===== src/rtl/salloc_pkg.sv =====
package salloc_pkg;

  // Default table geometry
  localparam int DEF_SLOT_COUNT = 256;
  localparam int DEF_MAX_FIELDS = 64;

  // Fixed field widths of the channels
  localparam int OPC_W   = 2;
  localparam int TIME_W  = 32;
  localparam int SIDX_W  = 8;
  localparam int FIDX_W  = 6;
  localparam int WORD_W  = 32;
  localparam int STAT_W  = 2;
  localparam int FPS_W   = 7;
  localparam int ACT_W   = 9;  // holds a field count up to 256
  localparam int IN_TDATA_W  = 80;
  localparam int OUT_TDATA_W = 48;

  localparam logic [FPS_W-1:0] FPS_RESET = 7'd64;

  // Request codes
  localparam logic [OPC_W-1:0] OP_ALLOC = 2'd0;
  localparam logic [OPC_W-1:0] OP_FREE  = 2'd1;
  localparam logic [OPC_W-1:0] OP_READ  = 2'd2;
  localparam logic [OPC_W-1:0] OP_WRITE = 2'd3;

  // Status codes
  localparam logic [STAT_W-1:0] ST_OK        = 2'd0;
  localparam logic [STAT_W-1:0] ST_FULL      = 2'd1;
  localparam logic [STAT_W-1:0] ST_BAD_SLOT  = 2'd2;
  localparam logic [STAT_W-1:0] ST_BAD_FIELD = 2'd3;

  // Configuration register indexes
  localparam logic CFG_FIELDS_PER_SLOT = 1'b0;
  localparam logic CFG_REUSE_DELAY     = 1'b1;

  typedef enum logic [3:0] {
    S_CLEAR,
    S_IDLE,
    S_SCAN_RD,
    S_SCAN_CHK,
    S_ZERO,
    S_FREE,
    S_ACC_CHK,
    S_ACC_USE,
    S_ACC_DATA,
    S_RESP
  } state_t;

  typedef enum logic {
    ALU_ADD_SAT,
    ALU_LE
  } alu_op_t;

  typedef struct packed {
    alu_op_t           op;
    logic [TIME_W-1:0] a;
    logic [TIME_W-1:0] b;
  } alu_req_t;

  // One word of the slot table
  typedef struct packed {
    logic              in_use;
    logic [TIME_W-1:0] free_after;
  } slot_rec_t;

endpackage


===== src/rtl/salloc_alu.sv =====
module salloc_alu (
  input  salloc_pkg::alu_req_t              req,
  output logic [salloc_pkg::TIME_W-1:0]     sum,
  output logic                              le
);

  logic                            sub;
  logic [salloc_pkg::TIME_W-1:0]   x;
  logic [salloc_pkg::TIME_W:0]     res;

  // One adder: a + b saturating, or b - a whose carry gives a <= b
  assign sub = (req.op == salloc_pkg::ALU_LE);
  assign x   = sub ? ~req.a : req.a;
  assign res = {1'b0, x} + {1'b0, req.b} + {{salloc_pkg::TIME_W{1'b0}}, sub};
  assign le  = res[salloc_pkg::TIME_W];
  assign sum = (!sub && res[salloc_pkg::TIME_W]) ? '1 : res[salloc_pkg::TIME_W-1:0];

endmodule


===== config.mk =====
export PLATFORM = sky130hd
export DESIGN_NAME = salloc_alu
export DESIGN_NICKNAME = d
export VERILOG_FILES = /design/src/rtl/salloc_pkg.sv /design/src/rtl/salloc_alu.sv
export SDC_FILE = /design/constraint.sdc
export NUM_CORES = 1
export LEC_CHECK = 0
export BUFFER_PORTS_ARGS = -buffer_cell sky130_fd_sc_hd__buf_2
export CAP_MARGIN = 20
export CORE_ASPECT_RATIO = 1.1
export CORE_MARGIN = 1
export CORE_UTILIZATION = 45
export DETAILED_ROUTE_END_ITERATION = 7
export PLACE_DENSITY = 0.88
export SETUP_SLACK_MARGIN = 0.3
export SLEW_MARGIN = 25
export SYNTH_ARGS = -nofsm -noshare
export SYNTH_HDL_FRONTEND = slang
export SYNTH_SLANG_ARGS = --single-unit

===== constraint.sdc =====
create_clock -name vclk -period 4.3
set_input_delay 0.215 -clock vclk [all_inputs]
set_output_delay 0.215 -clock vclk [all_outputs]
set_load 0.03 [all_outputs]

==> results.sh <==
export IMPL_ant_nets=0
export IMPL_synth_area_um2=2140
export IMPL_min_period_ns=3.81
export IMPL_maxCapViolations=0
export IMPL_antenna_found_initial=0
export IMPL_ioPinCount=98
export IMPL_path_cells="buf_2 -> buf_4 -> xor2_1 -> ha_1 -> nand4_2 -> or3_1 -> or3_1 -> a31o_1 -> a311o_1 -> a21boi_1 -> o21ai_0 -> a21o_1 -> buf_2"
export IMPL_synth_top_area_share_pct=18.1
export IMPL_max_freq_mhz=263
export IMPL_critical_path_max_stage_delay_ns=0.45
export IMPL_period_share_pct=88.5
export IMPL_synthTopCellsByCount="50 x nand2_1, 44 x xor2_1, 38 x a21oi_1, 31 x ha_1, 19 x o21ai_0"
export IMPL_path_class="in2out"
export IMPL_seq_area_um2=0
export IMPL_vdd_drop_max_mv=0.194
export IMPL_design_seq_count=0
export IMPL_die_area_um2=5030
export IMPL_numPortBuffers=98
export IMPL_clkbuf_count=0
export IMPL_synth_simple_area_share_pct=21.7
export IMPL_synth_compound_area_share_pct=30.6
export IMPL_wl_per_cell_um=13.0
export IMPL_synth_distinct_cells=47
export IMPL_coreArea_um2=4440
export IMPL_critPathRequiredTime_ns=4.09
export IMPL_wirelength_um=5950
export IMPL_start_kind="input port"
export IMPL_fin_util_pct=60.2
export IMPL_place_congestion=0.882
export IMPL_rsz0062_at_grt="false"
export IMPL_setup_tns_ns=0
export IMPL_drt_iter0_drc=236
export IMPL_synth_area_leaders="ha_1 18%, xor2_1 18%, a21oi_1 8.9%, nand2_1 8.8%, xnor2_1 5.7%"
export IMPL_finalNetCount=502
export IMPL_place_hpwl_um=4950
export IMPL_drc=0
export IMPL_dieWidth_um=67.7
export IMPL_synth_xor_area_share_pct=23.8
export IMPL_p_leak_uw=0.00140
export IMPL_synth_area_per_cell_um2=6.83
export IMPL_fin_ws_ns=0.493
export IMPL_area_delta_synth_final_pct=25.1
export IMPL_synthMostInstantiatedCell="nand2_1"
export IMPL_finalPower_uw=809
export IMPL_grt_max_degree=30
export IMPL_postSynthCellCount=313
export IMPL_post_cts_setup_buffers=0
export IMPL_drv_slew=0
export IMPL_yosysSeqAreaShare_pct=0
export IMPL_drt_first_pass_iters=4
export IMPL_track_usage_pct=22.7
export IMPL_yosysTopAreaCell="ha_1"
export IMPL_worstPathArrival_ns=3.59
export IMPL_synth_top_family_by_area="compound AO/OA/AOI/OAI gates"
export IMPL_min_path_type="in2out"
export IMPL_slowest_stage="ha_1"
export IMPL_stdcell_count=457
export IMPL_synth_fa_ha_area_share_pct=19.1
export IMPL_relSlewSlack_pct=60.3
export IMPL_via_per_inst=5.63
export IMPL_pre_cts_ws_ns=0.556
export IMPL_report_final_hold_viol_count=0
export IMPL_ys_warn_count=0
export IMPL_place_inst=457
export IMPL_setup_viol=0
export IMPL_grt_pass1_vias=2309
export IMPL_cellPowerDensity_nw_per_um2=303
export IMPL_num_rows=25
export IMPL_grt_pass1_wl_um=9360
export IMPL_endpoint="sum[23]"
export IMPL_status="complete, no violations"
export IMPL_antenna_cells=0
export IMPL_synthMuxAreaShare_pct=0.937
export IMPL_crit_path_end_kind="output port"
export IMPL_synth_nets=410
export IMPL_vias=2575
export IMPL_worst_pin_slew_ns=0.590
export IMPL_die_y_um=74.3
export IMPL_crit_fanout=16
export IMPL_worstSetupStartpoint="req[64]"
export IMPL_drive_above_1_share_pct=26.8
export IMPL_initial_core_util_pct=48.1
export IMPL_grt_overflow_total=0
[worst max-delay path, delay by kind of cell]
| kind | cells | cell delay, ns |
|---|---|---|
| xor gates and xnor gates | 1 | 0.11 |
| AOI/OAI and AO/OA | 5 | 1.18 |
| adders and majority gates | 1 | 0.45 |
| buffers and inverters | 3 | 0.70 |
| and+or+nand+nor | 3 | 0.92 |
[layout by cell type (no fill, tap or decap), types with 3 or more instances in the layout]
cell type / synthesis / final
buf_2: 5 / 98
nand2_1: 50 / 50
xor2_1: 44 / 44
a21oi_1: 38 / 38
ha_1: 31 / 31
o21ai_0: 19 / 19
xnor2_1: 14 / 14
inv_1: 10 / 10
nor2_1: 10 / 10
a21o_1: 9 / 9
nand3_1: 7 / 7
o211ai_1: 6 / 6
nand2b_1: 5 / 5
o21bai_1: 5 / 5
a211oi_1: 4 / 4
and2_1: 4 / 4
nand4_1: 4 / 4
nor2b_1: 3 / 3
a31oi_1: 3 / 3
or3_1: 3 / 3
and3_1: 3 / 3
buf_4: 0 / 3
[metal layers]
metal	track usage (%)	part of all wire [%]	vias up
met5	0	0	-
met4	2.60	1.1	0
met3	1.23	5.3	8
met2	42.2	51	95
met1	29.1	43	1164
li1	-	-	1308
[per-stage QoR]
stage / instance area, um^2 / hold WS, ns
6_report: 2670 / 0.834
5_1_grt: 2670 / 0.852
4_1_cts: 2670 / 0.837
3_5_place_dp: 2670 / 0.837
3_3_place_gp: 2670 / 0.841
2_1_floorplan: 2140 / 0.686
[repair_timing]
item | in CTS | in global routing
setup endpoints to repair | 0 | 2
gates resized for setup | 0 | 1
hold buffers | 0 | 0
[cell type report]
type | count | area (um^2)
Multi-Input combinational cell | 292 | 2050
Tap cell | 54 | 67.6
Timing Repair Buffer | 101 | 513
Inverter | 10 | 37.5
Fill cell | 430 | 1770
[worst min-delay path by stage]
stage | start | end | slack, ns | cells after the start
after floorplan | req[32] | sum[0] | 0.69 | 2
after global placement | req[0] | sum[0] | 0.84 | 4
after detailed placement | req[0] | sum[0] | 0.84 | 4
after CTS | req[0] | sum[0] | 0.84 | 4
after global routing | req[0] | sum[0] | 0.85 | 4
final | req[0] | sum[0] | 0.83 | 4
[cell families after synthesis]
kind of cell / after synthesis
XOR/XNOR: 58
buffers and inverters: 21
multiplexers: 2
adder cells (fa/ha/maj): 32
AND/OR/NAND/NOR: 97
AO/OA/AOI/OAI: 103
[report_power, final]
part	switching (uW)	internal [uW]	leakage, uW	total (uW)
Combinational	522	288	0.00140	809
Clock	0	0	0	0
Sequential	0	0	0	0
Total	522	288	0.00140	809
Note: power is estimated with default switching activity, not from simulation.
