### src/rtl/salloc_pkg.sv
package salloc_pkg;

  // Default table geometry
  localparam int DEF_SLOT_COUNT = 256;
  localparam int DEF_MAX_FIELDS = 64;

  // Fixed field widths of the channels
  localparam int OPC_W   = 2;
  localparam int TIME_W  = 32;
  localparam int SIDX_W  = 8;
  localparam int FIDX_W  = 6;
  localparam int WORD_W  = 32;
  localparam int STAT_W  = 2;
  localparam int FPS_W   = 7;
  localparam int ACT_W   = 9;  // holds a field count up to 256
  localparam int IN_TDATA_W  = 80;
  localparam int OUT_TDATA_W = 48;

  localparam logic [FPS_W-1:0] FPS_RESET = 7'd64;

  // Request codes
  localparam logic [OPC_W-1:0] OP_ALLOC = 2'd0;
  localparam logic [OPC_W-1:0] OP_FREE  = 2'd1;
  localparam logic [OPC_W-1:0] OP_READ  = 2'd2;
  localparam logic [OPC_W-1:0] OP_WRITE = 2'd3;

  // Status codes
  localparam logic [STAT_W-1:0] ST_OK        = 2'd0;
  localparam logic [STAT_W-1:0] ST_FULL      = 2'd1;
  localparam logic [STAT_W-1:0] ST_BAD_SLOT  = 2'd2;
  localparam logic [STAT_W-1:0] ST_BAD_FIELD = 2'd3;

  // Configuration register indexes
  localparam logic CFG_FIELDS_PER_SLOT = 1'b0;
  localparam logic CFG_REUSE_DELAY     = 1'b1;

  typedef enum logic [3:0] {
    S_CLEAR,
    S_IDLE,
    S_SCAN_RD,
    S_SCAN_CHK,
    S_ZERO,
    S_FREE,
    S_ACC_CHK,
    S_ACC_USE,
    S_ACC_DATA,
    S_RESP
  } state_t;

  typedef enum logic {
    ALU_ADD_SAT,
    ALU_LE
  } alu_op_t;

  typedef struct packed {
    alu_op_t           op;
    logic [TIME_W-1:0] a;
    logic [TIME_W-1:0] b;
  } alu_req_t;

  // One word of the slot table
  typedef struct packed {
    logic              in_use;
    logic [TIME_W-1:0] free_after;
  } slot_rec_t;

endpackage

### src/rtl/salloc_ctrl.sv
module salloc_ctrl #(
  parameter int SLOT_COUNT = salloc_pkg::DEF_SLOT_COUNT,
  parameter int MAX_FIELDS = salloc_pkg::DEF_MAX_FIELDS,
  parameter int SLOT_W     = $clog2(SLOT_COUNT),
  parameter int FIELD_W    = (MAX_FIELDS > 1) ? $clog2(MAX_FIELDS) : 1
) (
  input  logic                              clk,
  input  logic                              rst_n,
  // configuration
  input  logic                              cfg_valid,
  input  logic                              cfg_index,
  input  logic [salloc_pkg::TIME_W-1:0]     cfg_data,
  // request
  input  logic                              in_tvalid,
  output logic                              in_tready,
  input  logic [salloc_pkg::OPC_W-1:0]      in_opcode,
  input  logic [salloc_pkg::TIME_W-1:0]     in_now,
  input  logic [salloc_pkg::SIDX_W-1:0]     in_slot,
  input  logic [salloc_pkg::FIDX_W-1:0]     in_field,
  input  logic [salloc_pkg::WORD_W-1:0]     in_wdata,
  // response
  output logic                              out_tvalid,
  input  logic                              out_tready,
  output logic [salloc_pkg::STAT_W-1:0]     out_status,
  output logic [salloc_pkg::SIDX_W-1:0]     out_slot,
  output logic [salloc_pkg::WORD_W-1:0]     out_rdata,
  // shared adder / comparator
  output salloc_pkg::alu_req_t              alu_req,
  input  logic [salloc_pkg::TIME_W-1:0]     alu_sum,
  input  logic                              alu_le,
  // slot table
  output logic                              sm_we,
  output logic [SLOT_W-1:0]                 sm_addr,
  output salloc_pkg::slot_rec_t             sm_wdata,
  input  salloc_pkg::slot_rec_t             sm_rdata,
  // field store
  output logic                              fm_we,
  output logic [SLOT_W-1:0]                 fm_slot,
  output logic [FIELD_W-1:0]                fm_field,
  output logic [salloc_pkg::WORD_W-1:0]     fm_wdata,
  input  logic [salloc_pkg::WORD_W-1:0]     fm_rdata
);

  localparam int CMP_W = ((SLOT_W > salloc_pkg::SIDX_W) ? SLOT_W : salloc_pkg::SIDX_W) + 1;
  localparam logic [SLOT_W-1:0]  SLOT_LAST  = SLOT_W'(SLOT_COUNT - 1);
  localparam logic [FIELD_W-1:0] FIELD_LAST = FIELD_W'(MAX_FIELDS - 1);

  salloc_pkg::state_t state_r, state_nxt;

  logic [salloc_pkg::FPS_W-1:0]  fps_r;
  logic [salloc_pkg::TIME_W-1:0] delay_r;

  logic [salloc_pkg::OPC_W-1:0]  op_r;
  logic [salloc_pkg::TIME_W-1:0] now_r;
  logic [salloc_pkg::SIDX_W-1:0] slot_r;
  logic [salloc_pkg::FIDX_W-1:0] field_r;
  logic [salloc_pkg::WORD_W-1:0] wdata_r;

  logic [SLOT_W-1:0]             cnt_r;
  logic [SLOT_W-1:0]             grant_r;
  logic [FIELD_W-1:0]            fcnt_r;

  logic [salloc_pkg::STAT_W-1:0] status_r;
  logic [salloc_pkg::SIDX_W-1:0] res_slot_r;
  logic [salloc_pkg::WORD_W-1:0] rdata_r;

  logic                          out_valid_r;
  logic [salloc_pkg::STAT_W-1:0] out_status_r;
  logic [salloc_pkg::SIDX_W-1:0] out_slot_r;
  logic [salloc_pkg::WORD_W-1:0] out_rdata_r;

  logic [salloc_pkg::ACT_W-1:0]  act_fields;
  logic                          field_ok;
  logic                          slot_ok;
  logic                          scan_hit;
  logic                          scan_last;
  logic                          zero_last;
  logic                          in_acc;
  logic                          resp_go;

  assign act_fields = (salloc_pkg::ACT_W'(fps_r) > salloc_pkg::ACT_W'(MAX_FIELDS))
                      ? salloc_pkg::ACT_W'(MAX_FIELDS) : salloc_pkg::ACT_W'(fps_r);
  assign field_ok  = salloc_pkg::ACT_W'(field_r) < act_fields;
  assign slot_ok   = CMP_W'(slot_r) < CMP_W'(SLOT_COUNT);
  assign scan_hit  = !sm_rdata.in_use && alu_le;
  assign scan_last = (cnt_r == SLOT_LAST);
  assign zero_last = (fcnt_r == FIELD_LAST);
  assign in_acc    = in_tvalid && in_tready;
  assign resp_go   = !out_valid_r || out_tready;

  assign out_tvalid = out_valid_r;
  assign out_status = out_status_r;
  assign out_slot   = out_slot_r;
  assign out_rdata  = out_rdata_r;

  // Next state
  always_comb begin
    state_nxt = state_r;
    case (state_r)
      salloc_pkg::S_CLEAR: begin
        if (scan_last) state_nxt = salloc_pkg::S_IDLE;
      end
      salloc_pkg::S_IDLE: begin
        if (in_acc) begin
          case (in_opcode)
            salloc_pkg::OP_ALLOC: state_nxt = salloc_pkg::S_SCAN_RD;
            salloc_pkg::OP_FREE:  state_nxt = salloc_pkg::S_FREE;
            default:              state_nxt = salloc_pkg::S_ACC_CHK;
          endcase
        end
      end
      salloc_pkg::S_SCAN_RD:  state_nxt = salloc_pkg::S_SCAN_CHK;
      salloc_pkg::S_SCAN_CHK: begin
        if (scan_hit)       state_nxt = salloc_pkg::S_ZERO;
        else if (scan_last) state_nxt = salloc_pkg::S_RESP;
        else                state_nxt = salloc_pkg::S_SCAN_RD;
      end
      salloc_pkg::S_ZERO: begin
        if (zero_last) state_nxt = salloc_pkg::S_RESP;
      end
      salloc_pkg::S_FREE: state_nxt = salloc_pkg::S_RESP;
      salloc_pkg::S_ACC_CHK: begin
        if (field_ok && slot_ok) state_nxt = salloc_pkg::S_ACC_USE;
        else                     state_nxt = salloc_pkg::S_RESP;
      end
      salloc_pkg::S_ACC_USE: begin
        if (sm_rdata.in_use && op_r == salloc_pkg::OP_READ) state_nxt = salloc_pkg::S_ACC_DATA;
        else                                                state_nxt = salloc_pkg::S_RESP;
      end
      salloc_pkg::S_ACC_DATA: state_nxt = salloc_pkg::S_RESP;
      salloc_pkg::S_RESP: begin
        if (resp_go) state_nxt = salloc_pkg::S_IDLE;
      end
      default: state_nxt = salloc_pkg::S_IDLE;
    endcase
  end

  // Memory, adder and handshake controls
  always_comb begin
    in_tready = 1'b0;
    sm_we     = 1'b0;
    sm_addr   = SLOT_W'(slot_r);
    sm_wdata  = '0;
    fm_we     = 1'b0;
    fm_slot   = SLOT_W'(slot_r);
    fm_field  = FIELD_W'(field_r);
    fm_wdata  = wdata_r;
    alu_req   = '{op: salloc_pkg::ALU_LE, a: sm_rdata.free_after, b: now_r};
    case (state_r)
      salloc_pkg::S_CLEAR: begin
        sm_we   = 1'b1;
        sm_addr = cnt_r;
      end
      salloc_pkg::S_IDLE: begin
        in_tready = 1'b1;
      end
      salloc_pkg::S_SCAN_RD: begin
        sm_addr = cnt_r;
      end
      salloc_pkg::S_SCAN_CHK: begin
        sm_addr  = cnt_r;
        sm_we    = scan_hit;
        sm_wdata = '{in_use: 1'b1, free_after: sm_rdata.free_after};
      end
      salloc_pkg::S_ZERO: begin
        fm_we    = 1'b1;
        fm_slot  = grant_r;
        fm_field = fcnt_r;
        fm_wdata = '0;
      end
      salloc_pkg::S_FREE: begin
        alu_req  = '{op: salloc_pkg::ALU_ADD_SAT, a: now_r, b: delay_r};
        sm_we    = slot_ok;
        sm_wdata = '{in_use: 1'b0, free_after: alu_sum};
      end
      salloc_pkg::S_ACC_USE: begin
        fm_we = sm_rdata.in_use && (op_r == salloc_pkg::OP_WRITE);
      end
      default: begin
      end
    endcase
  end

  always_ff @(posedge clk) begin
    if (!rst_n) begin
      state_r     <= salloc_pkg::S_CLEAR;
      cnt_r       <= '0;
      out_valid_r <= 1'b0;
      fps_r       <= salloc_pkg::FPS_RESET;
      delay_r     <= '0;
    end else begin
      state_r <= state_nxt;

      if (cfg_valid) begin
        case (cfg_index)
          salloc_pkg::CFG_FIELDS_PER_SLOT: fps_r   <= cfg_data[salloc_pkg::FPS_W-1:0];
          salloc_pkg::CFG_REUSE_DELAY:     delay_r <= cfg_data;
          default: begin
          end
        endcase
      end

      if (state_r == salloc_pkg::S_RESP && resp_go) begin
        out_valid_r  <= 1'b1;
        out_status_r <= status_r;
        out_slot_r   <= res_slot_r;
        out_rdata_r  <= rdata_r;
      end else if (out_valid_r && out_tready) begin
        out_valid_r <= 1'b0;
      end

      case (state_r)
        salloc_pkg::S_CLEAR: begin
          cnt_r <= cnt_r + SLOT_W'(1);
        end
        salloc_pkg::S_IDLE: begin
          if (in_acc) begin
            op_r       <= in_opcode;
            now_r      <= in_now;
            slot_r     <= in_slot;
            field_r    <= in_field;
            wdata_r    <= in_wdata;
            status_r   <= salloc_pkg::ST_OK;
            res_slot_r <= in_slot;
            rdata_r    <= '0;
            cnt_r      <= '0;
          end
        end
        salloc_pkg::S_SCAN_CHK: begin
          if (scan_hit) begin
            grant_r <= cnt_r;
            fcnt_r  <= '0;
          end else if (scan_last) begin
            status_r <= salloc_pkg::ST_FULL;
          end else begin
            cnt_r <= cnt_r + SLOT_W'(1);
          end
        end
        salloc_pkg::S_ZERO: begin
          fcnt_r     <= fcnt_r + FIELD_W'(1);
          res_slot_r <= salloc_pkg::SIDX_W'(grant_r);
        end
        salloc_pkg::S_FREE: begin
          if (!slot_ok) status_r <= salloc_pkg::ST_BAD_SLOT;
        end
        salloc_pkg::S_ACC_CHK: begin
          if (!field_ok)     status_r <= salloc_pkg::ST_BAD_FIELD;
          else if (!slot_ok) status_r <= salloc_pkg::ST_BAD_SLOT;
        end
        salloc_pkg::S_ACC_USE: begin
          if (!sm_rdata.in_use) status_r <= salloc_pkg::ST_BAD_SLOT;
        end
        salloc_pkg::S_ACC_DATA: begin
          rdata_r <= fm_rdata;
        end
        default: begin
        end
      endcase
    end
  end

endmodule

### config.mk
export PLATFORM = sky130hd
export DESIGN_NAME = salloc_ctrl
export DESIGN_NICKNAME = d
export VERILOG_FILES = /design/src/rtl/salloc_pkg.sv /design/src/rtl/salloc_ctrl.sv
export SDC_FILE = /design/constraint.sdc
export NUM_CORES = 1
export LEC_CHECK = 0
export BUFFER_PORTS_ARGS = -buffer_cell sky130_fd_sc_hd__buf_4
export CORE_AREA = 2 2 159 161
export DETAILED_ROUTE_END_ITERATION = 10
export DIE_AREA = 0 0 161 163
export PLACE_DENSITY = 0.68
export REMOVE_ABC_BUFFERS = 1
export SLEW_MARGIN = 20
export SYNTH_ARGS = -nofsm -noshare
export SYNTH_HDL_FRONTEND = slang
export SYNTH_SLANG_ARGS = --single-unit
### constraint.sdc
create_clock -name clk -period 6.6 [get_ports clk]
set_input_delay 1.32 -clock clk [delete_from_list [all_inputs] [get_ports clk]]
set_output_delay 1.32 -clock clk [all_outputs]
set_load 0.02 [all_outputs]
==> metrics.md <==
| Metric | Value |
|---|---|
| Starting density of the core | `0.392` |
| Post_cts resized | `0` |
| Routed vias/inst | `4.90` |
| Drt first pass iters | `5` |
| Primary FF master, synth | `edfxtp_1` |
| Postcts setup bufs | `0` |
| EDFF count, synth | `178` |
| Hold WC Path Type | `flop to flop` |
| Worst-Skew Late Latency | `0.52 ns` |
| CP arrival | `3.23 ns` |
| CP max FO | `27` |
| Largest net degree at the start of global routing | `75` |
| Antenna diode instance count | `0` |
| CTS buffer count | `25` |
| CP startpoint kind | `flop` |
| Setup crit start | `state_r[0]` |
| Synth area leader | `edfxtp_1` |
| VDD IR max | `0.195 mV` |
| Grt met1 use | `0.262` |
| Top post-synthesis cells by area | `edfxtp_1, dfxtp_1, mux2_2, nand2_1, and2_1` |
| Worst Reg-to-Reg Cells | `6` |
| Clk sink count | `230` |
| Total gr overflow | `0` |
| H-tree levels | `1` |
| Synth Area in Compound Gates | `0.0740` |
| CTS clk-pin slew, worst paths | `0.06 ns` |
| Yosys reg bits | `230` |
| Setup TNS | `0 ns` |
| Syn Inst Count | `759` |
| Crit Path Class | `flop to output pin` |
| Status | `complete, no violations` |
| Leakage | `5.68 nW` |
| Design Power | `3.16 mW` |
| DRT Wirelength | `28.3 mm` |
| Top-area cell type share of the netlist area | `0.553` |
| Skew final | `0.0123 ns` |
| Place WS | `2.72 ns` |
| Area grow syn2layout | `44.4%` |
| Port bufs | `413` |
| Antenna-violating nets left | `0` |
| # rows | `58` |
| Die Y | `163 um` |
| CTS tree | `yes` |
| Global-route wire length before repair | `41.0 mm` |
| Simple-Gate Fraction of Synth Area | `0.138` |
| PwrDens | `226 nW/um^2` |
| Crit path to | `sm_wdata[22]` |
| Synth cell count leaders | `edfxtp_1, nand2_1, mux2_2` |
| Max_slew headroom | `0.286` |
| Post-synthesis xor/xnor area fraction | `0.00634` |
| Sequential area share after synthesis | `0.660` |
| Final Setup Violations | `0` |
| GRT Total Usage | `0.202` |
| FF-to-FF setup slack | `3.52 ns` |
| Root Driver | `clkbuf_16` |
| HPWL Detailed | `20.8 mm` |
| Detailed-route via count | `7432` |
| GP Congestion | `0.861` |
| Crit path capture type | `output pin` |
| Critical register-to-register path endpoint | `cnt_r[1]` |
| Hold Path Cell Cnt | `0` |
| Synthesized area | `9670 sq um` |
| Slew Limit Fails | `0` |
| Asr flop ratio synth | `0` |
| Max Freq | `220 MHz` |
| Worst Path Required | `5.28 ns` |
| DR DRC count | `0` |
| Post-Synth Adder-Cell Area | `0.00906` |
| Filler cells | `2090` |
| Wirelength per Cell | `18.7 um` |
| Number of max-cap violations | `0` |
| Core area | `24700 sq um` |
| Count leader, synth | `edfxtp_1` |
| Net count, final | `1390` |
| Met2 Resource Use GR | `0.342` |
| RSZ-0062 raised after global routing | `no` |
| Worst Max-Slew Pin Slew | `1.07 ns` |
| Final worst setup slack | `2.05 ns` |
| Initial antenna violation count | `0` |
| Avg Inst Size Synth | `12.7 sq um` |
| Final Hold Viols | `0` |
| Tmin final | `4.55 ns` |
| DIE WIDTH | `161 um` |
| I/O pin cnt | `414` |
| Fin crit share | `0.689` |
| Largest family of logic cells by synthesized area | `simple AND/OR/NAND/NOR gates` |
| Mux cell area share after synthesis | `0.0921` |
| Cell variety after synth | `46` |
| Vias in the first global route | `7182` |
| M3 GR Usage | `0.0514` |
| Synth Warn # | `0` |
| Initial drt markers | `448` |
| Hold buffers post-CTS | `0` |
| Clock buffer depth | `3` |
| RR Startpoint | `state_r[0]` |
| Share of cells above drive strength 1 | `0.457` |
| Gr busiest metal | `met2` |
| Die area | `26200 sq um` |
worst min path at each step:
stage | to | from | slack, ns
global placement | out_rdata[28] | rdata_r[28] | 0.40
floorplan | out_rdata[0] | rdata_r[0] | 0.40
global route | out_rdata[30] | rdata_r[30] | 0.42
finish | out_rdata[6] | rdata_r[6] | 0.42
detailed placement | out_rdata[17] | rdata_r[17] | 0.40
CTS | out_rdata[25] | rdata_r[25] | 0.42
routing by layer:
layer | vias to the layer above | wire (um)
li1 | 3551 | -
met1 | 3526 | 11500
met2 | 313 | 14000
met3 | 42 | 2150
met4 | 0 | 608
met5 | - | 0
placed cells by master, fill, tap and decap left out, types with 8 or more instances in the layout:
cell type  instances
clkbuf_16         25
mux2_2            72
a21oi_1           43
nand2_1          133
and2_1            68
nor2_1            30
buf_4            424
a22o_1            32
mux2i_1            8
o21ai_0           12
dfxtp_1           52
edfxtp_1         178
nand2b_1          11
nand3_1           11
kinds of logic after synthesis:
logic type	after synthesis
fa+ha+maj	7
xor+xnor	7
buf+inv	48
compound gates	107
simple gates	280
mux	80
flops	230
flip-flops by register name (all words and copies together), names as in the netlist, 7 cells and up:
signal      cells
delay_r        32
now_r          32
out_rdata      32
rdata_r        32
wdata_r        32
cnt_r           8
grant_r         8
out_slot        8
res_slot_r      8
slot_r          8
fps_r           7
through the flow:
stage	hold slack (ns)	instances	area, sq um	util
2_1_floorplan	0.400	716	9500	-
3_3_place_gp	0.401	1470	13100	0.533
3_5_place_dp	0.405	1470	13100	0.533
4_1_cts	0.417	1516	14000	0.566
5_1_grt	0.423	1516	14000	0.566
6_report	0.417	1516	14000	0.566
critical path: stages (launching register included):
cell and delay (ns):
dfxtp_1 0.62, nand2b_1 0.28, nor3b_2 0.91, buf_4 0.50, a22o_1 0.22, buf_4 0.14
where the power goes:
group | internal [mW] | switching [mW]
clock | 0.838 | 0.561
combinational | 0.116 | 0.0772
sequential | 1.56 | 0.00949
area by class of cell:
class,instances,area [sq um],area share
multi-input cells,481,3150,0.225
clock buffers,34,679,0.0486
flip-flops and latches,230,6390,0.457
clock inverters,12,140,0.0100
well taps,330,413,0.0296
inverters,5,18.8,0.00134
repair buffers,424,3180,0.228
Power figures use the tool's default switching activity.
